[config.mk]
export PLATFORM = sky130hd
export DESIGN_NAME = tsw_front
export DESIGN_NICKNAME = d
export VERILOG_FILES = /design/src/hdl/tsw_pkg.sv /design/src/hdl/tsw_front.sv
export SDC_FILE = /design/constraint.sdc
export NUM_CORES = 1
export LEC_CHECK = 0
export BUFFER_PORTS_ARGS = -buffer_cell sky130_fd_sc_hd__buf_2
export CORE_ASPECT_RATIO = 0.8
export CORE_MARGIN = 4
export CORE_UTILIZATION = 25
export DETAILED_ROUTE_END_ITERATION = 8
export PLACE_DENSITY_LB_ADDON = 0.1
export SLEW_MARGIN = 15
export SYNTH_ARGS = -nofsm -noshare
export SYNTH_HDL_FRONTEND = slang
export SYNTH_SLANG_ARGS = --single-unit
[constraint.sdc]
create_clock -name vclk -period 1.45
set_clock_uncertainty 0.15 [all_clocks]
set_input_delay 0.145 -clock vclk [all_inputs]
set_output_delay 0.145 -clock vclk [all_outputs]
set_load 0.005 [all_outputs]
[src/hdl/tsw_pkg.sv]
package tsw_pkg;

  localparam int TSW_MAX_COLS    = 128;
  localparam int TSW_MAX_ROWS    = 64;
  localparam int TSW_COL_W       = 7;
  localparam int TSW_ROW_W       = 6;
  localparam int TSW_ADDR_W      = TSW_ROW_W + TSW_COL_W;
  localparam int TSW_CELLS       = TSW_MAX_COLS * TSW_MAX_ROWS;
  localparam int TSW_CHAR_W      = 16;
  localparam int TSW_ATTR_W      = 8;
  localparam int TSW_CELL_W      = TSW_CHAR_W + TSW_ATTR_W;
  localparam int TSW_CODE_W      = 21;
  localparam int TSW_POS_W       = 8;
  localparam int TSW_REQ_W       = 3;
  localparam int TSW_SCOLS_W     = 8;
  localparam int TSW_SROWS_W     = 7;
  localparam int TSW_TAB_WIDTH   = 8;
  localparam int TSW_QUEUE_DEPTH = 2;

  localparam int TSW_CFG_IDX_W  = 2;
  localparam int TSW_CFG_DATA_W = 8;

  // Register indexes on the configuration port
  localparam logic [TSW_CFG_IDX_W-1:0] CFG_SCREEN_COLS = 2'd0;
  localparam logic [TSW_CFG_IDX_W-1:0] CFG_SCREEN_ROWS = 2'd1;
  localparam logic [TSW_CFG_IDX_W-1:0] CFG_CURSOR_EN   = 2'd2;

  // Request types
  localparam logic [TSW_REQ_W-1:0] REQ_WRITE = 3'd0;
  localparam logic [TSW_REQ_W-1:0] REQ_GOTO  = 3'd1;
  localparam logic [TSW_REQ_W-1:0] REQ_FLUSH = 3'd2;
  localparam logic [TSW_REQ_W-1:0] REQ_CLEAR = 3'd3;
  localparam logic [TSW_REQ_W-1:0] REQ_READ  = 3'd4;

  // Special character codes
  localparam logic [TSW_CODE_W-1:0] CODE_NUL = 21'h00000;
  localparam logic [TSW_CODE_W-1:0] CODE_TAB = 21'h00009;
  localparam logic [TSW_CODE_W-1:0] CODE_LF  = 21'h0000A;
  localparam logic [TSW_CODE_W-1:0] CODE_CR  = 21'h0000D;
  localparam logic [TSW_CODE_W-1:0] CODE_BMP_MAX = 21'h0FFFF;

  localparam logic [TSW_CHAR_W-1:0] CHAR_SPACE = 16'h0020;
  localparam logic [TSW_CHAR_W-1:0] CHAR_REPL  = 16'h00BF;
  localparam logic [TSW_ATTR_W-1:0] ATTR_BLANK = 8'h00;

  // Back-end operations
  localparam int TSW_OP_W = 3;
  localparam logic [TSW_OP_W-1:0] OP_PUT   = 3'd0;
  localparam logic [TSW_OP_W-1:0] OP_TAB   = 3'd1;
  localparam logic [TSW_OP_W-1:0] OP_NL    = 3'd2;
  localparam logic [TSW_OP_W-1:0] OP_GOTO  = 3'd3;
  localparam logic [TSW_OP_W-1:0] OP_FLUSH = 3'd4;
  localparam logic [TSW_OP_W-1:0] OP_CLEAR = 3'd5;
  localparam logic [TSW_OP_W-1:0] OP_READ  = 3'd6;

  typedef struct packed {
    logic [TSW_OP_W-1:0]   op;
    logic [TSW_CHAR_W-1:0] ch;
    logic [TSW_ATTR_W-1:0] attr;
    logic [TSW_POS_W-1:0]  col_pos;
    logic [TSW_POS_W-1:0]  row_pos;
  } tsw_cmd_t;

  typedef struct packed {
    logic [TSW_SCOLS_W-1:0] screen_cols;
    logic [TSW_SROWS_W-1:0] screen_rows;
    logic                   cursor_en;
  } tsw_cfg_t;

  typedef struct packed {
    logic                  span_valid;
    logic [TSW_ROW_W-1:0]  span_first_row;
    logic [TSW_ROW_W-1:0]  span_last_row;
    logic [TSW_COL_W-1:0]  span_first_col;
    logic [TSW_COL_W-1:0]  span_last_col;
    logic                  cursor_valid;
    logic [TSW_COL_W-1:0]  cursor_col;
    logic [TSW_ROW_W-1:0]  cursor_row;
    logic                  read_valid;
    logic [TSW_CHAR_W-1:0] read_char;
    logic [TSW_ATTR_W-1:0] read_attr;
  } tsw_res_t;

endpackage

[src/hdl/tsw_front.sv]
module tsw_front import tsw_pkg::*; (
  input  logic                  in_valid,
  input  logic [TSW_REQ_W-1:0]  in_req_type,
  input  logic [TSW_CODE_W-1:0] in_char_code,
  input  logic [TSW_ATTR_W-1:0] in_attribute,
  input  logic [TSW_POS_W-1:0]  in_col_pos,
  input  logic [TSW_POS_W-1:0]  in_row_pos,
  input  logic                  q_full,
  input  logic                  init_busy,
  output logic                  in_stall,
  output logic                  push,
  output tsw_cmd_t              cmd
);

  logic                  keep;
  logic [TSW_CHAR_W-1:0] norm_ch;

  // NUL prints as a space, anything past the BMP as the replacement code
  always_comb begin
    if (in_char_code == CODE_NUL) begin
      norm_ch = CHAR_SPACE;
    end else if (in_char_code > CODE_BMP_MAX) begin
      norm_ch = CHAR_REPL;
    end else begin
      norm_ch = in_char_code[TSW_CHAR_W-1:0];
    end
  end

  always_comb begin
    keep        = 1'b1;
    cmd.op      = OP_PUT;
    cmd.ch      = norm_ch;
    cmd.attr    = in_attribute;
    cmd.col_pos = in_col_pos;
    cmd.row_pos = in_row_pos;
    unique case (in_req_type)
      REQ_WRITE: begin
        if (in_char_code == CODE_TAB) begin
          cmd.op = OP_TAB;
          cmd.ch = CHAR_SPACE;
        end else if (in_char_code == CODE_CR) begin
          keep = 1'b0;
        end else if (in_char_code == CODE_LF) begin
          cmd.op = OP_NL;
        end
      end
      REQ_GOTO:  cmd.op = OP_GOTO;
      REQ_FLUSH: cmd.op = OP_FLUSH;
      REQ_CLEAR: cmd.op = OP_CLEAR;
      REQ_READ:  cmd.op = OP_READ;
      default:   keep = 1'b0;
    endcase
  end

  assign in_stall = q_full | init_busy;
  assign push     = in_valid & ~in_stall & keep;

endmodule

# Word level (Yosys, flattened, before mapping)
# Index checks and enable logic that the tools add are counted.
totals:
  ff_bits: 0
  word_cells: 26
  out_inout_bits: 45
  input_bits: 51
op_classes:
  n_bitwise: 4
  n_eq_ne: 7
  muxes: 11
  n_reduce_logical: 3
  order_cmp: 1
op_table:
  columns: ["operator", "count"]
  rows:
  - ["16-bit 2-to-1 mux", 4]
  - ["21-bit by 4-bit equality test with 1-bit output (second input constant)", 3]
  - ["21-bit by 16-bit greater-than comparator with 1-bit output (second input constant)", 1]
  - ["21-bit logical NOT", 1]
  - ["3-bit case mux with 5 select lines", 1]
  - ["3-bit by 2-bit equality test with 1-bit output (second input constant)", 2]
  - ["3-bit 2-to-1 mux", 2]
  - ["4-bit OR reduction", 1]
  - ["3-bit by 1-bit equality test with 1-bit output (second input constant)", 1]
  - ["3-bit equality test (second input constant)", 1]
  - ["3-bit logical NOT", 1]
  - ["1-bit bitwise AND", 2]
  - ["1-bit 2-to-1 mux", 2]
  - ["2-bit 2-to-1 mux", 1]
  - ["1-bit case mux with 2 select lines", 1]
  - ["1-bit NOT", 1]
  - ["1-bit OR", 1]

# Longest topological paths before layout
logic_depth:
  depth_word: 5
  depth_mapped: 5
  mapped_depth_nobuf: 3

# Worst setup path before layout
# No wires, ideal clock.
synth_path:
  path_type: "input-to-output"
  start: "in in_char_code[18]"
  end: "out cmd[29] in the netlist's numbering"
  path_slack_ns: -0.043
  path_buffers: 1
  cell_stages: 3
  t_arrival_ns: 1.198
  required_time_ns: 1.155
  cell_sequence: "or4_1 > buf_2 > a2111o_1"
synth_rtl:
  columns: ["element", "line_no", "rtl"]
  rows:
  - ["start, declared", "tsw_front.sv:4", "input logic [TSW_CODE_W-1:0] in_char_code,"]
  - ["end, declared", "tsw_front.sv:12", "output tsw_cmd_t cmd"]

==> reports/qor.csv <==
stage;metric;value;unit
setup_path;crit_chain;buf_6 -> or4_4 -> nor4_4 -> a2111o_1 -> buf_2;
timing;worst_slew_margin_rel;81.49;%
yosys;netlist-cell-type-count;30;
floorplan;io_pins;96;
layout;final-instance-count-excl-fill;127;
setup_path;critPathLaunchType;primary input;
floorplan;core_area;0.001962;mm²
timing;finalWorstPathRequiredPeriod;1697;ps
timing;worst-slew-pin-transition;275.5;ps
timing;rsz_0062_raised_after_global_routing;yes;
yosys;ys.warnings.count;0;
global_route;grt_pass1_wl;2290;µm
yosys;syn-mean-instance-area;7.542;µm²
setup_path;cp_data_required_time;1150;ps
yosys;share_of_synthesized_cell_area_in_and_or_nand_and_nor_gates;46.26;%
route;routed-via-count;583;
global_route;gr-usage-all-layers;9.326;%
yosys;seq_area_frac_synth;0;%
yosys;yosys.area_share.xor_xnor;1.636;%
layout;layout_clock_buffer_count;0;
timing;setup-tns-final;-2665;ps
placement;io_buf_count;48;
power_and_ir_drop;power_density;177.6;mW/mm²
route;ant_nets;0;
power_and_ir_drop;fin_total_pwr;0.1282;mW
layout;layout-drive-gt1-share;67.96;%
route;wl_per_cell;12.33;µm
yosys;synth_fa_ha_area_share;0;%
route;drt_drc_violations_left;0;
setup_path;worst_ep_arrival_time;1400;ps
layout;finalNetCount;156;
global_route;global_route.overflow_total;0;
yosys;synth.area.top_cells;sky130_fd_sc_hd__buf_4, sky130_fd_sc_hd__and2_1, sky130_fd_sc_hd__or3_1;
layout;layout_common_cells;sky130_fd_sc_hd__buf_2, sky130_fd_sc_hd__and2_1, sky130_fd_sc_hd__buf_4;
setup_path;timing.critical_path.to_type;output pin;
clocking;cts-hold-fix-buffers;0;
placement;area_post_placement;665.6;µm²
global_route;grt_antenna_before_repair;0;
floorplan;standard_cell_rows;14;
layout;n_antenna_cell;0;
yosys;post-synth-top-area-fraction;33.64;%
worst_hold_path;hold_path_class;in2out;
yosys;syn_area;535.5;µm²
yosys;synth_compound_area_share;10.05;%
yosys;mappedNetlistNets;122;
route;totalWireLength;1566;µm
setup_path;crit_fanout;3;
layout;syn_to_final_growth;34.81;%
placement;finalWeightedCongestion;0.6700;
timing;final-setup-viol-count;19;
global_route;grt_pass1_vias;527;
yosys;synth_cells;71;
route;detail_route.first_pass.iterations;4;
setup_path;timing_worst_setup_path_type;in2out;
outcome;run_status;finished, violations left;
setup_path;max_stage_delay;550;ps
route;routed_via_count_divided_by_cell_count;4.591;
worst_hold_path;holdPathStages;0;
floorplan;fp.dieH;49.40;µm
layout;post-route-util;36.80;%
global_route;grt_start_max_net_pins;10;
setup_path;cp_slowest_cell;sky130_fd_sc_hd__or4_4;
yosys;post_synth_top_area_cell;sky130_fd_sc_hd__buf_4;
timing;timing.final.crit_share;117.0;%
layout;postLayoutCellArea;721.9;µm²
placement;place_inst;124;
placement;detailed_placement_hpwl;1283;µm
floorplan;floorplan.initialDensity;27.30;%
worst_hold_path;hold_path_startpoint;in_col_pos[3];
timing;finalHoldViolCount;0;
floorplan;die_area;0.002951;mm²
layout;seq_cells;0;
power_and_ir_drop;peakVddDrop;0.08969;mV
timing;fmaxAchievable;0.5894;GHz
layout;mostFrequentLayoutCell;sky130_fd_sc_hd__buf_2;
floorplan;fp.dieW;59.75;µm
timing;post-route-worst-setup-slack;-246.7;ps
yosys;synth.mux.area_fraction;3.972;%
route;drtIter0Drc;4;
outcome;violations;setup timing;
timing;slew_violations;0;
worst_hold_path;worstHoldEndpoint;cmd[11];
layout;seq_area;0;µm²
yosys;synth_top_family_by_area;simple AND/OR/NAND/NOR gates;
job;max_cap_viols;0;
power_and_ir_drop;static-leakage-power;0.3498;nW
## cell families (layout without fill, tap and decap cells)
family | Yosys count | after routing
AO/OA/AOI/OAI | 7 | 7
XOR/XNOR | 1 | 1
multiplexers | 2 | 2
buffers and inverters | 28 | 58
AND/OR/NAND/NOR | 33 | 35
## metal layers
metal | up-vias | track usage, % | part of all wire, %
li1 | 297 | - | -
met1 | 247 | 12.42 | 42
met2 | 33 | 15.47 | 45
met3 | 6 | 1.852 | 12
met4 | 0 | 1.476 | 0.77
met5 | - | 0 | 0
## worst max path at each step
stage          slack, ps  depth (start not counted)  endpoint              from
2_1_floorplan         -4                          3   cmd[29]  in_char_code[11]
3_3_place_gp        -270                          5   cmd[29]  in_char_code[11]
3_5_place_dp        -280                          5   cmd[29]  in_char_code[11]
4_1_cts             -260                          5   cmd[29]  in_char_code[12]
5_1_grt             -320                          5   cmd[29]  in_char_code[12]
6_report            -250                          5   cmd[29]  in_char_code[12]
## through the flow
step / hold WS (ps) / setup WS [ps]
global placement: 140.0 / -270.9
detailed placement: 140.0 / -279.1
finish: 140.0 / -246.7
floorplan: 218.9 / -4.478
global route: 140.0 / -319.3
CTS: 140.0 / -262.3
## final cells by class
| cell class | instances | area (µm²) |
|---|---|---|
| multi-input cells | 45 | 359.1 |
| fillers | 221 | 1240 |
| inverters | 2 | 7.507 |
| well taps | 24 | 30.03 |
| repair buffers | 56 | 325.3 |
## power by group
group          internal [mW]  total [mW]  switching [mW]
Clock                      0           0               0
Sequential                 0           0               0
Combinational         0.0746       0.128          0.0536
## synth_stat cells (all sizes together)
library cell	n
a2111o	1
a31oi	2
inv	2
nor3b	1
xnor2	1
nor4b	1
a22oi	1
or3	4
or2	1
a31o	2
or4	4
nor3	3
or4b	1
nor2	5
buf	26
nor2b	1
and2	9
o21ai	1
mux2i	1
nor4	2
nand3	1
mux2	1
## worst max-delay path, delay by kind of cell
family / cells / cell delay [ps]
and+or+nand+nor: 2 / 880
buffers and inverters: 2 / 190
AOI/OAI and AO/OA: 1 / 180
## timing repair
action / in CTS / in global routing
hold endpoints to repair: 0 / 0
gates resized for setup: 6 / 1
endpoints found under the setup margin: 19 / 19
pin swaps: 13 / 4
gates cloned: 2 / 0
setup buffers: 0 / 1
No activity file was read; power rests on OpenSTA's default activity.
