`config.mk`:
```
export PLATFORM = sky130hd
export DESIGN_NAME = tsw_fifo
export DESIGN_NICKNAME = d
export VERILOG_FILES = /design/src/hdl/tsw_pkg.sv /design/src/hdl/tsw_fifo.sv
export SDC_FILE = /design/constraint.sdc
export NUM_CORES = 1
export LEC_CHECK = 0
export ABC_AREA = 1
export BUFFER_PORTS_ARGS = -buffer_cell sky130_fd_sc_hd__clkbuf_2
export CORE_MARGIN = 2
export CORE_UTILIZATION = 45
export CTS_BUF_LIST = sky130_fd_sc_hd__clkbuf_16
export CTS_CLUSTER_SIZE = 12
export DETAILED_ROUTE_END_ITERATION = 7
export MAX_ROUTING_LAYER = met4
export PLACE_DENSITY_LB_ADDON = 0.08
export SLEW_MARGIN = 40
export SYNTH_ARGS = -nofsm -noshare
export SYNTH_HDL_FRONTEND = slang
export SYNTH_SLANG_ARGS = --single-unit
```
`constraint.sdc`:
```
create_clock -name clk -period 8.9 [get_ports clk]
set_clock_uncertainty 0.2 [all_clocks]
set_input_delay 1.78 -clock clk [delete_from_list [all_inputs] [get_ports clk]]
set_output_delay 1.78 -clock clk [all_outputs]
set_load 0.01 [all_outputs]
```
`src/hdl/tsw_pkg.sv`:
```
package tsw_pkg;

  localparam int TSW_MAX_COLS    = 128;
  localparam int TSW_MAX_ROWS    = 64;
  localparam int TSW_COL_W       = 7;
  localparam int TSW_ROW_W       = 6;
  localparam int TSW_ADDR_W      = TSW_ROW_W + TSW_COL_W;
  localparam int TSW_CELLS       = TSW_MAX_COLS * TSW_MAX_ROWS;
  localparam int TSW_CHAR_W      = 16;
  localparam int TSW_ATTR_W      = 8;
  localparam int TSW_CELL_W      = TSW_CHAR_W + TSW_ATTR_W;
  localparam int TSW_CODE_W      = 21;
  localparam int TSW_POS_W       = 8;
  localparam int TSW_REQ_W       = 3;
  localparam int TSW_SCOLS_W     = 8;
  localparam int TSW_SROWS_W     = 7;
  localparam int TSW_TAB_WIDTH   = 8;
  localparam int TSW_QUEUE_DEPTH = 2;

  localparam int TSW_CFG_IDX_W  = 2;
  localparam int TSW_CFG_DATA_W = 8;

  // Register indexes on the configuration port
  localparam logic [TSW_CFG_IDX_W-1:0] CFG_SCREEN_COLS = 2'd0;
  localparam logic [TSW_CFG_IDX_W-1:0] CFG_SCREEN_ROWS = 2'd1;
  localparam logic [TSW_CFG_IDX_W-1:0] CFG_CURSOR_EN   = 2'd2;

  // Request types
  localparam logic [TSW_REQ_W-1:0] REQ_WRITE = 3'd0;
  localparam logic [TSW_REQ_W-1:0] REQ_GOTO  = 3'd1;
  localparam logic [TSW_REQ_W-1:0] REQ_FLUSH = 3'd2;
  localparam logic [TSW_REQ_W-1:0] REQ_CLEAR = 3'd3;
  localparam logic [TSW_REQ_W-1:0] REQ_READ  = 3'd4;

  // Special character codes
  localparam logic [TSW_CODE_W-1:0] CODE_NUL = 21'h00000;
  localparam logic [TSW_CODE_W-1:0] CODE_TAB = 21'h00009;
  localparam logic [TSW_CODE_W-1:0] CODE_LF  = 21'h0000A;
  localparam logic [TSW_CODE_W-1:0] CODE_CR  = 21'h0000D;
  localparam logic [TSW_CODE_W-1:0] CODE_BMP_MAX = 21'h0FFFF;

  localparam logic [TSW_CHAR_W-1:0] CHAR_SPACE = 16'h0020;
  localparam logic [TSW_CHAR_W-1:0] CHAR_REPL  = 16'h00BF;
  localparam logic [TSW_ATTR_W-1:0] ATTR_BLANK = 8'h00;

  // Back-end operations
  localparam int TSW_OP_W = 3;
  localparam logic [TSW_OP_W-1:0] OP_PUT   = 3'd0;
  localparam logic [TSW_OP_W-1:0] OP_TAB   = 3'd1;
  localparam logic [TSW_OP_W-1:0] OP_NL    = 3'd2;
  localparam logic [TSW_OP_W-1:0] OP_GOTO  = 3'd3;
  localparam logic [TSW_OP_W-1:0] OP_FLUSH = 3'd4;
  localparam logic [TSW_OP_W-1:0] OP_CLEAR = 3'd5;
  localparam logic [TSW_OP_W-1:0] OP_READ  = 3'd6;

  typedef struct packed {
    logic [TSW_OP_W-1:0]   op;
    logic [TSW_CHAR_W-1:0] ch;
    logic [TSW_ATTR_W-1:0] attr;
    logic [TSW_POS_W-1:0]  col_pos;
    logic [TSW_POS_W-1:0]  row_pos;
  } tsw_cmd_t;

  typedef struct packed {
    logic [TSW_SCOLS_W-1:0] screen_cols;
    logic [TSW_SROWS_W-1:0] screen_rows;
    logic                   cursor_en;
  } tsw_cfg_t;

  typedef struct packed {
    logic                  span_valid;
    logic [TSW_ROW_W-1:0]  span_first_row;
    logic [TSW_ROW_W-1:0]  span_last_row;
    logic [TSW_COL_W-1:0]  span_first_col;
    logic [TSW_COL_W-1:0]  span_last_col;
    logic                  cursor_valid;
    logic [TSW_COL_W-1:0]  cursor_col;
    logic [TSW_ROW_W-1:0]  cursor_row;
    logic                  read_valid;
    logic [TSW_CHAR_W-1:0] read_char;
    logic [TSW_ATTR_W-1:0] read_attr;
  } tsw_res_t;

endpackage

```
`src/hdl/tsw_fifo.sv`:
```
module tsw_fifo import tsw_pkg::*; #(
  parameter int DEPTH = TSW_QUEUE_DEPTH
) (
  input  logic     clk,
  input  logic     rst_n,
  input  logic     push,
  input  tsw_cmd_t din,
  input  logic     pop,
  output tsw_cmd_t dout,
  output logic     full,
  output logic     empty
);

  localparam int PTR_W = (DEPTH > 1) ? $clog2(DEPTH) : 1;
  localparam int CNT_W = $clog2(DEPTH + 1);

  tsw_cmd_t           slot_r [DEPTH];
  logic [PTR_W-1:0]   wr_ptr_r, wr_ptr_nxt;
  logic [PTR_W-1:0]   rd_ptr_r, rd_ptr_nxt;
  logic [CNT_W-1:0]   count_r, count_nxt;

  function automatic logic [PTR_W-1:0] ptr_inc(input logic [PTR_W-1:0] p);
    return (p == PTR_W'(DEPTH - 1)) ? '0 : p + 1'b1;
  endfunction

  always_comb begin
    wr_ptr_nxt = push ? ptr_inc(wr_ptr_r) : wr_ptr_r;
    rd_ptr_nxt = pop ? ptr_inc(rd_ptr_r) : rd_ptr_r;
    count_nxt  = count_r;
    if (push && !pop) begin
      count_nxt = count_r + 1'b1;
    end else if (pop && !push) begin
      count_nxt = count_r - 1'b1;
    end
  end

  always_ff @(posedge clk) begin
    if (!rst_n) begin
      wr_ptr_r <= '0;
      rd_ptr_r <= '0;
      count_r  <= '0;
    end else begin
      wr_ptr_r <= wr_ptr_nxt;
      rd_ptr_r <= rd_ptr_nxt;
      count_r  <= count_nxt;
    end
  end

  always_ff @(posedge clk) begin
    if (push) begin
      slot_r[wr_ptr_r] <= din;
    end
  end

  assign dout  = slot_r[rd_ptr_r];
  assign full  = (count_r == CNT_W'(DEPTH));
  assign empty = (count_r == '0);

endmodule

```
# [Yosys cells after proc, flatten, opt, wreduce, memory -nomap -nowiden]
# Memories as Yosys holds them, arrays and structs flattened. A register that Yosys moved wholly into a read port is not among the register bits.
# Cells that the tools add are included.
[word_totals] register_bits=4 latch_bits=0 ramBits=86 romBits=0 inputBits=47 output_inout_bits=45 word_cells=23 n_memories=1
[mem_list] name="slot_r" depth=2 word_bits=43 rd=1 rd_ports_with_merged_regs=1 wr=1 line_no="tsw_fifo.sv:17" text="tsw_cmd_t slot_r [DEPTH];"
[op_classes] n_addsub=4 multipliers=0 n_div=0 n_lt_le_gt_ge=0 n_eq_ne=1 n_shift=0 mux=8 bitwise=0 n_reduce_logical=6
[op_table] operator="1-bit 2-to-1 mux" n=6
[op_table] operator="2-bit 2-to-1 mux" n=2
[op_table] operator="1-bit adder (second input constant)" n=2
[op_table] operator="2-bit by 1-bit adder with 2-bit output (second input constant)" n=1
[op_table] operator="2-bit equality test (second input constant)" n=1
[op_table] operator="1-bit logical AND" n=2
[op_table] operator="1-bit logical NOT" n=2
[op_table] operator="2-bit logical NOT" n=1
[op_table] operator="2-bit nonzero test" n=1
[op_table] operator="2-bit by 1-bit subtractor with 2-bit output (second input constant)" n=1

# [Depth between registers and ports, before layout]
# Gate-level depths: netlist (run 1).
[depth] depth_word=4 mapped_depth=8 ltp_nobuf=8

# [Worst setup path after synthesis (run 1)]
# No wires, ideal clock.
[synth_timing] kind="input to register" start="input push" end="memory slot_r[0][0] in the netlist's numbering, enable pin" t_arrival_ns=3.628 t_required_ns=8.256 setup_slack_ns=4.628 cell_stages=2 cell_sequence="inv_1 nor2_1"
[synth_via] elab_chain_len=2
[synth_lines] item="from (decl)" line_no="tsw_fifo.sv:6" text="input logic push,"
[synth_lines] item="1-bit 2-to-1 mux" line_no="tsw_fifo.sv:50" text="if (push) begin"
[synth_lines] item="1-bit 2-to-1 mux (implied by the code)" line_no="tsw_fifo.sv:51" text="slot_r[wr_ptr_r] <= din;"
[synth_lines] item="to (decl)" line_no="tsw_fifo.sv:17"
# Every way passes these cells.

==> flow_summary.ini, run 1 <==
[finish]
area_growth_syn_to_layout_pct = 23.3
multi_input_area_um2 = 739
antenna-diode-count = 0
regArea_um2 = 2680
fill_cells = 625
drive_above_1_share = 0.553
layout_commonest_cell = clkbuf_2
num-nets-final = 316
final_cell_mix = clkbuf_2, edfxtp_1, mux2_4

[pwr]
vdd.ir_drop.worst_uv = 112
power_density_nw_per_um2 = 224
power_uw = 978
power.static_leakage_nw = 1.81

[grt]
global_route.usage.met3 = 0.0293
grt_first_pass_wirelength_mm = 7.97
overflow = 0
antenna_found_initial = 0
top_usage_layer = met2
grt.met2_usage = 0.204
grt_use_total = 0.130
grt_pass1_vias = 1689
grt_util_met1 = 0.157
grt_max_degree = 44

[die]
die_x_um = 92.6
core-area_um2 = 7690
initial_core_util = 0.460
die-area_um2 = 8580
die_h_um = 92.6
rows = 32
pin_count = 92

[synthesis]
yosys.area_share.simple = 0.0212
yosys_warnings = 0
mappedNetlistArea_um2 = 3540
synth_compound_area_frac = 0.00283
yosysSeqAreaShare = 0.759
yosys.area_share.adder = 0.00354
syn_nets = 217
synth.distinct_cells = 14
synthXorXnorAreaFrac = 0
synth.area.mux_share = 0.179
syn_inst = 169
synth_top_family_by_area = multiplexers
yosys_register_bits = 91
syn-mean-instance-area_um2 = 20.9

[critical_path]
critPathRequiredTime_ns = 6.92
reg2reg_slack_ns = 7.09
rr_worst_depth = 2
slowest_stage = dfxtp_2
crit_chain = buf_4, mux2_2, clkbuf_2
worstReg2RegEnd = slot_r[0][17]
critPathMaxFanout = 31
start_kind = register
r2r-start = wr_ptr_r
crit_buf_inv = 2
cp.arrival_ns = 2.03
cp_top_family = buffers and inverters
endpoint_kind = output pin
critical-path-max-stage-delay_ns = 0.59
crit_type = register to output pin

[drt]
drt_pass1_iterations = 3
routed_wl_mm = 5.13
ant_nets = 0
vias = 1697
post_drt_wl_per_cell_um = 13.7
vias_per_cell = 4.53
route.detailed.drc = 0
drt_iter0_markers = 43

[hold_path]
min_from = rd_ptr_r
hold_path_class = register to register
hold_path_depth = 2

[sta]
layout_worst_path_cycle_share = 0.451
hold_viol_final = 0
finalCriticalPeriod_ns = 4.01
worstMarginPinSlew_ns = 0.562
max-slew-margin-rel = 0.625
rsz0062_at_grt = false
tns_ns = 0
finalMaxSlewViolations = 0
timing.fmax_mhz = 249
final-setup-viol-count = 0

[job]
drv_cap = 0

[outcome]
outcome = finished, final reports clean

[clock_network]
numCtsBuffers = 9
root_buffer = clkbuf_16
clk_latency_ns = 0.32
cts_resized = 0
cts_max_level = 3
tritoncts = built
clk_path_buf_depth = 2
cts_setup_buffers = 0
path_clk_slew_ns = 0.06
clock-sinks = 91
cts_hold_buf = 0

[placement]
place_hpwl_mm = 3.36
port_buffers = 91
gp_congestion = 0.665
power by group:
| part | total (mW) | switching (mW) | internal [mW] |
|---|---|---|---|
| combinational | 0.0957 | 0.0461 | 0.0495 |
| clock | 0.380 | 0.139 | 0.241 |
| sequential | 0.503 | 0.00811 | 0.495 |
state kept, by name, indices dropped and copies added, names as in the netlist, named ones only:
register and cells:
count_r 2, rd_ptr_r 1, slot_r 86, wr_ptr_r 1
worst max path at each step:
stage / to / depth (start not counted)
final: dout[27] / 3
after global routing: dout[31] / 3
after global placement: dout[26] / 3
after CTS: dout[31] / 3
after floorplan: slot_r[0][0] / 2
after detailed placement: dout[31] / 3
cell type report:
cell class                 instances  area share
clock buffer                       9      0.0517
clock inverter                     7      0.0184
inverter                           8     0.00746
multi-input combinational         65       0.170
sequential                        91       0.616
tap                              102      0.0293
timing repair buffer              93       0.108
per-stage QoR:
step	utilization	worst slack, ns	hold slack (ns)	instance area, um2	instances
floorplan	-	4.63	0.263	3540	169
global placement	0.527	5.22	0.282	4050	359
detailed placement	0.527	5.20	0.313	4050	359
CTS	0.567	4.84	0.323	4360	375
global route	0.567	4.76	0.351	4360	375
finish	0.567	4.89	0.309	4360	375
cell families (layout without fill, tap and decap cells):
logic type | count (synthesis) | in the layout
compound gates | 2 | 2
mux | 43 | 43
fa+ha+maj | 1 | 1
flops | 91 | 91
simple gates | 19 | 19
buf+inv | 13 | 117
cells in the mapped netlist:
master	n	area (um2)
edfxtp_1	86	2580
mux2_4	40	601
nor2_1	9	33.8
inv_1	8	30.0
nand2_1	8	30.0
dfxtp_1	5	100
buf_12	4	80.1
mux2_2	3	33.8
a21oi_1	1	5.00
buf_6	1	11.3
ha_1	1	12.5
nand3_1	1	5.00
nand4_1	1	6.26
o21ai_0	1	5.00
tightest hold or removal path, cell delays in order, from the launching register on:
cell and delay [ns]:
dfxtp_1 0.32, nor2_1 0.06, nor2_1 0.09
layer usage:
metal,up-vias,routed length (um)
met5,-,0
met4,0,87
met3,8,271
met2,57,2550
met1,796,2220
li1,836,-
(Power assumes the default switching activity.)
==> inputs of run 2 (changes only) <==
==> constraint.sdc (replaced) <==
create_clock -name clk -period 3.3 [get_ports clk]
set_clock_uncertainty 0.2 [all_clocks]
set_input_delay 0.66 -clock clk [delete_from_list [all_inputs] [get_ports clk]]
set_output_delay 0.66 -clock clk [all_outputs]
set_load 0.01 [all_outputs]
==> flow_summary.ini, run 2 (same netlist as run 1, synthesis figures left out) <==
[die]
die-area_um2 = 8580
initial_core_util = 0.460
die_h_um = 92.6
core-area_um2 = 7690
die_x_um = 92.6
pin_count = 92
rows = 32

[finish]
antenna-diode-count = 0
drive_above_1_share = 0.562
num-nets-final = 319
largest_register = slot_r
final_util = 0.564
multi_input_area_um2 = 739
final_cell_mix = clkbuf_2, edfxtp_1, mux2_4
regArea_um2 = 2680
reg_top3 = slot_r: 86 flops, count_r: 2 flops
fill_cells = 618
area_growth_syn_to_layout_pct = 22.6
layout_commonest_cell = clkbuf_2
largest_reg_flops = 86

[pwr]
clock_power_share = 0.346
combPwrFrac = 0.109
vdd.ir_drop.worst_uv = 306
power_density_nw_per_um2 = 571
p_int_mw = 1.96
p_seq_frac = 0.545
sw_frac_of_total = 0.207
power.switching_uw = 512
power.static_leakage_nw = 1.79

[drt]
routed_wl_mm = 5.21
ant_nets = 0
post_drt_wl_per_cell_um = 13.9
vias = 1764
vias_per_cell = 4.69
route.met2.wl_mm = 2.54
route.met3.wl_um = 255
wl_met1_mm = 2.39
drt_pass1_iterations = 4
topRoutingLayerUsed = met4
route.detailed.drc = 0
drt_iter0_markers = 46

[clock_network]
clock-sinks = 91
numCtsBuffers = 9
tritoncts = built
clk_path_buf_depth = 2
path_clk_slew_ns = 0.06
cts_max_level = 3
cts_hold_buf = 0
cts_resized = 0
root_buffer = clkbuf_16
cts_setup_buffers = 0
clk_latency_ns = 0.32

[sta]
final-setup-viol-count = 0
max-slew-margin-rel = 0.648
worstMarginPinSlew_ns = 0.528
hold_viol_final = 0
finalMaxSlewViolations = 0
worst_slack_ns = 0.934
tns_ns = 0
timing.fmax_mhz = 423
finalCriticalPeriod_ns = 2.37
rsz0062_at_grt = false
layout_worst_path_cycle_share = 0.717

[placement]
gp_congestion = 0.622
port_buffers = 91
place_ws_ns = 1.24
place_hpwl_mm = 3.45

[grt]
antenna_found_initial = 0
grt_max_degree = 24
grt_pass1_vias = 1622
overflow = 0
grt_first_pass_wirelength_mm = 7.72
grt_use_total = 0.129

[critical_path]
crit_type = register to output pin
endpoint_kind = output pin
start_kind = register
r2r-start = wr_ptr_r
critPathMaxFanout = 23
cp.arrival_ns = 1.51
critPathRequiredTime_ns = 2.44

[outcome]
outcome = finished, final reports clean

[hold_path]
min_from = rd_ptr_r
hold_path_class = register to register

[job]
drv_cap = 0
-- run 2: cell types whose count changed in the layout (fill, tap and decap cells not counted), sizes merged --
cell,before,now
inv,12,10
buf,2,5
bufinv,2,0
clkinv,1,2
clkinvlp,0,1
-- run 2: routing by layer --
| metal | vias to the layer above | track usage |
|---|---|---|
| met3 | 4 | 0.0309 |
| met2 | 64 | 0.192 |
| met1 | 850 | 0.161 |
| met4 | 0 | 0.0772 |
| li1 | 846 | - |
| met5 | - | - |
-- run 2: worst max-delay path: stages (launching register included) --
cell	delay, ns
dfxtp_2	0.32
buf_4	0.37
mux2_4	0.35
clkbuf_2	0.13
-- run 2: power groups by stage --
stage	registers (mW)	logic (mW)	clock network (mW)
2_1_floorplan	1.37	0.180	0
3_3_place_gp	1.37	0.274	0
3_5_place_dp	1.37	0.275	0
4_1_cts	1.35	0.276	0.886
5_1_grt	1.35	0.295	0.934
6_report	1.35	0.271	0.856
-- run 2: cell type report --
class | instances | share of cell area
tap | 102 | 0.0294
sequential | 91 | 0.619
multi-input combinational | 65 | 0.171
clock buffer | 9 | 0.0519
timing repair buffer | 96 | 0.117
clock inverter | 5 | 0.00577
inverter | 8 | 0.00692
-- run 2: path summary, 6_finish.rpt --
| check | end | slack [ns] | depth (start not counted) |
|---|---|---|---|
| worst max-delay path | dout[6] | 0.93 | 3 |
| worst min-delay path | register | 0.30 | 2 |
| worst max register to register | slot_r[1][40] | 1.65 | 3 |
| worst min register to register | register | 0.30 | 2 |
-- run 2: through the flow --
stage          hold WS (ns)  area, um2  cells  total power, mW
3_3_place_gp          0.278       4090    362             1.65
3_5_place_dp          0.280       4090    362             1.65
4_1_cts               0.306       4340    376             2.51
5_1_grt               0.306       4340    376             2.58
2_1_floorplan         0.263       3540    169             1.55
6_report              0.297       4340    376             2.48
==> inputs of run 3 (changes only) <==
==> constraint.sdc (replaced) <==
create_clock -name clk -period 2.19 [get_ports clk]
set_clock_uncertainty 0.2 [all_clocks]
set_input_delay 0.438 -clock clk [delete_from_list [all_inputs] [get_ports clk]]
set_output_delay 0.438 -clock clk [all_outputs]
set_load 0.01 [all_outputs]
==> flow_summary.ini, run 3 (same netlist as run 1, synthesis figures left out) <==
[pwr]
power.static_leakage_nw = 1.82
power.switching_uw = 813
power_mw = 4.03
combPwrFrac = 0.101
clock_power_share = 0.393
p_int_mw = 3.21
p_seq_frac = 0.506
sw_frac_of_total = 0.202
power_density_nw_per_um2 = 914
vdd.ir_drop.worst_uv = 478

[critical_path]
critical-path-max-stage-delay_ns = 0.37
reg2reg_slack_ns = 0.76
endpoint_kind = output pin
timing.critical_path.to = dout[27]
slowest_stage = mux2_2
worstReg2RegEnd = slot_r[1][36]
cp.arrival_ns = 1.43
crit_type = register to output pin
critPathMaxFanout = 14
rr_worst_depth = 3
r2r-start = wr_ptr_r
start_kind = register
critPathRequiredTime_ns = 1.55
crit_chain = buf_4, mux2_2, clkbuf_2

[finish]
multi_input_area_um2 = 739
num-nets-final = 321
fill_cells = 639
layout_commonest_cell = clkbuf_2
final_cell_mix = clkbuf_2, edfxtp_1, mux2_4
fin_cells = 380
area_growth_syn_to_layout_pct = 24.6
largest_register = slot_r
regArea_um2 = 2680
reg_top3 = slot_r: 86 flops, count_r: 2 flops
antenna-diode-count = 0
largest_reg_flops = 86
drive_above_1_share = 0.572

[clock_network]
clk_latency_ns = 0.32
path_clk_slew_ns = 0.06
clock-sinks = 91
cts_max_level = 3
numCtsBuffers = 9
cts_resized = 0
cts_setup_buffers = 0
clk_path_buf_depth = 2
tritoncts = built
root_buffer = clkbuf_16
cts_hold_buf = 0

[drt]
drt_pass1_iterations = 4
ant_nets = 0
vias_per_cell = 4.56
routed_wl_mm = 5.50
vias = 1731
drt_iter0_markers = 74
post_drt_wl_per_cell_um = 14.5
route.detailed.drc = 0

[die]
die-area_um2 = 8580
die_h_um = 92.6
pin_count = 92
initial_core_util = 0.460
core-area_um2 = 7690
rows = 32
die_x_um = 92.6

[placement]
gp_congestion = 0.671
place_ws_ns = 0.448
place_hpwl_mm = 3.74
placedCellCount = 364
port_buffers = 91

[grt]
antenna_found_initial = 0
grt_pass1_vias = 1773
grt_max_degree = 28
overflow = 0
grt_first_pass_wirelength_mm = 8.43
grt_use_total = 0.138

[sta]
tns_ns = 0
worstMarginPinSlew_ns = 0.373
timing.fmax_mhz = 483
whs_ns = 0.0999
max-slew-margin-rel = 0.751
layout_worst_path_cycle_share = 0.945
finalMaxSlewViolations = 0
finalCriticalPeriod_ns = 2.07
hold_viol_final = 0
worst_slack_ns = 0.120
final-setup-viol-count = 0
rsz0062_at_grt = false

[outcome]
outcome = finished, final reports clean

[hold_path]
hold_path_class = input port to register

[job]
drv_cap = 0
==> run 3: power groups by stage <==
stage / Sequential (mW) / Clock, mW / Combinational (mW)
2_1_floorplan: 2.07 / 0 / 0.273
3_3_place_gp: 2.07 / 0 / 0.412
3_5_place_dp: 2.07 / 0 / 0.416
4_1_cts: 2.04 / 1.64 / 0.417
5_1_grt: 2.04 / 1.72 / 0.443
6_report: 2.04 / 1.58 / 0.407
==> run 3: metal layers <==
layer | part of all wire | global-route usage
met5 | 0 | -
met4 | 0.0053 | 0.0551
met3 | 0.063 | 0.0504
met2 | 0.52 | 0.219
met1 | 0.41 | 0.163
==> run 3: area by class of cell <==
| type | instances | share of cell area |
|---|---|---|
| clock inverters | 7 | 0.0210 |
| flip-flops and latches | 91 | 0.609 |
| well taps | 102 | 0.0290 |
| inverters | 8 | 0.00681 |
| multi-input cells | 65 | 0.168 |
| clock buffers | 9 | 0.0511 |
| repair buffers | 98 | 0.115 |
==> run 3: worst min path at each step <==
stage | start | endpoint | slack [ns] | depth (start not counted)
floorplan | rd_ptr_r | register | 0.26 | 2
global placement | rd_ptr_r | rd_ptr_r | 0.28 | 2
detailed placement | rd_ptr_r | rd_ptr_r | 0.30 | 2
CTS | din[17] | slot_r[1][17] | 0.08 | 1
global route | din[19] | slot_r[1][19] | 0.08 | 1
finish | din[24] | slot_r[1][24] | 0.1 | 1
==> run 3: stage by stage <==
step / cell area (um2) / util
3_3_place_gp: 4090 / 0.532
3_5_place_dp: 4090 / 0.532
4_1_cts: 4410 / 0.573
5_1_grt: 4410 / 0.573
2_1_floorplan: 3540 / -
6_report: 4410 / 0.573
==> run 3: worst max-delay path: cells and delay by family (launching register included) <==
| family | cells | cell delay, ns |
|---|---|---|
| DFF | 1 | 0.33 |
| buffers and inverters | 2 | 0.39 |
| muxes | 1 | 0.37 |
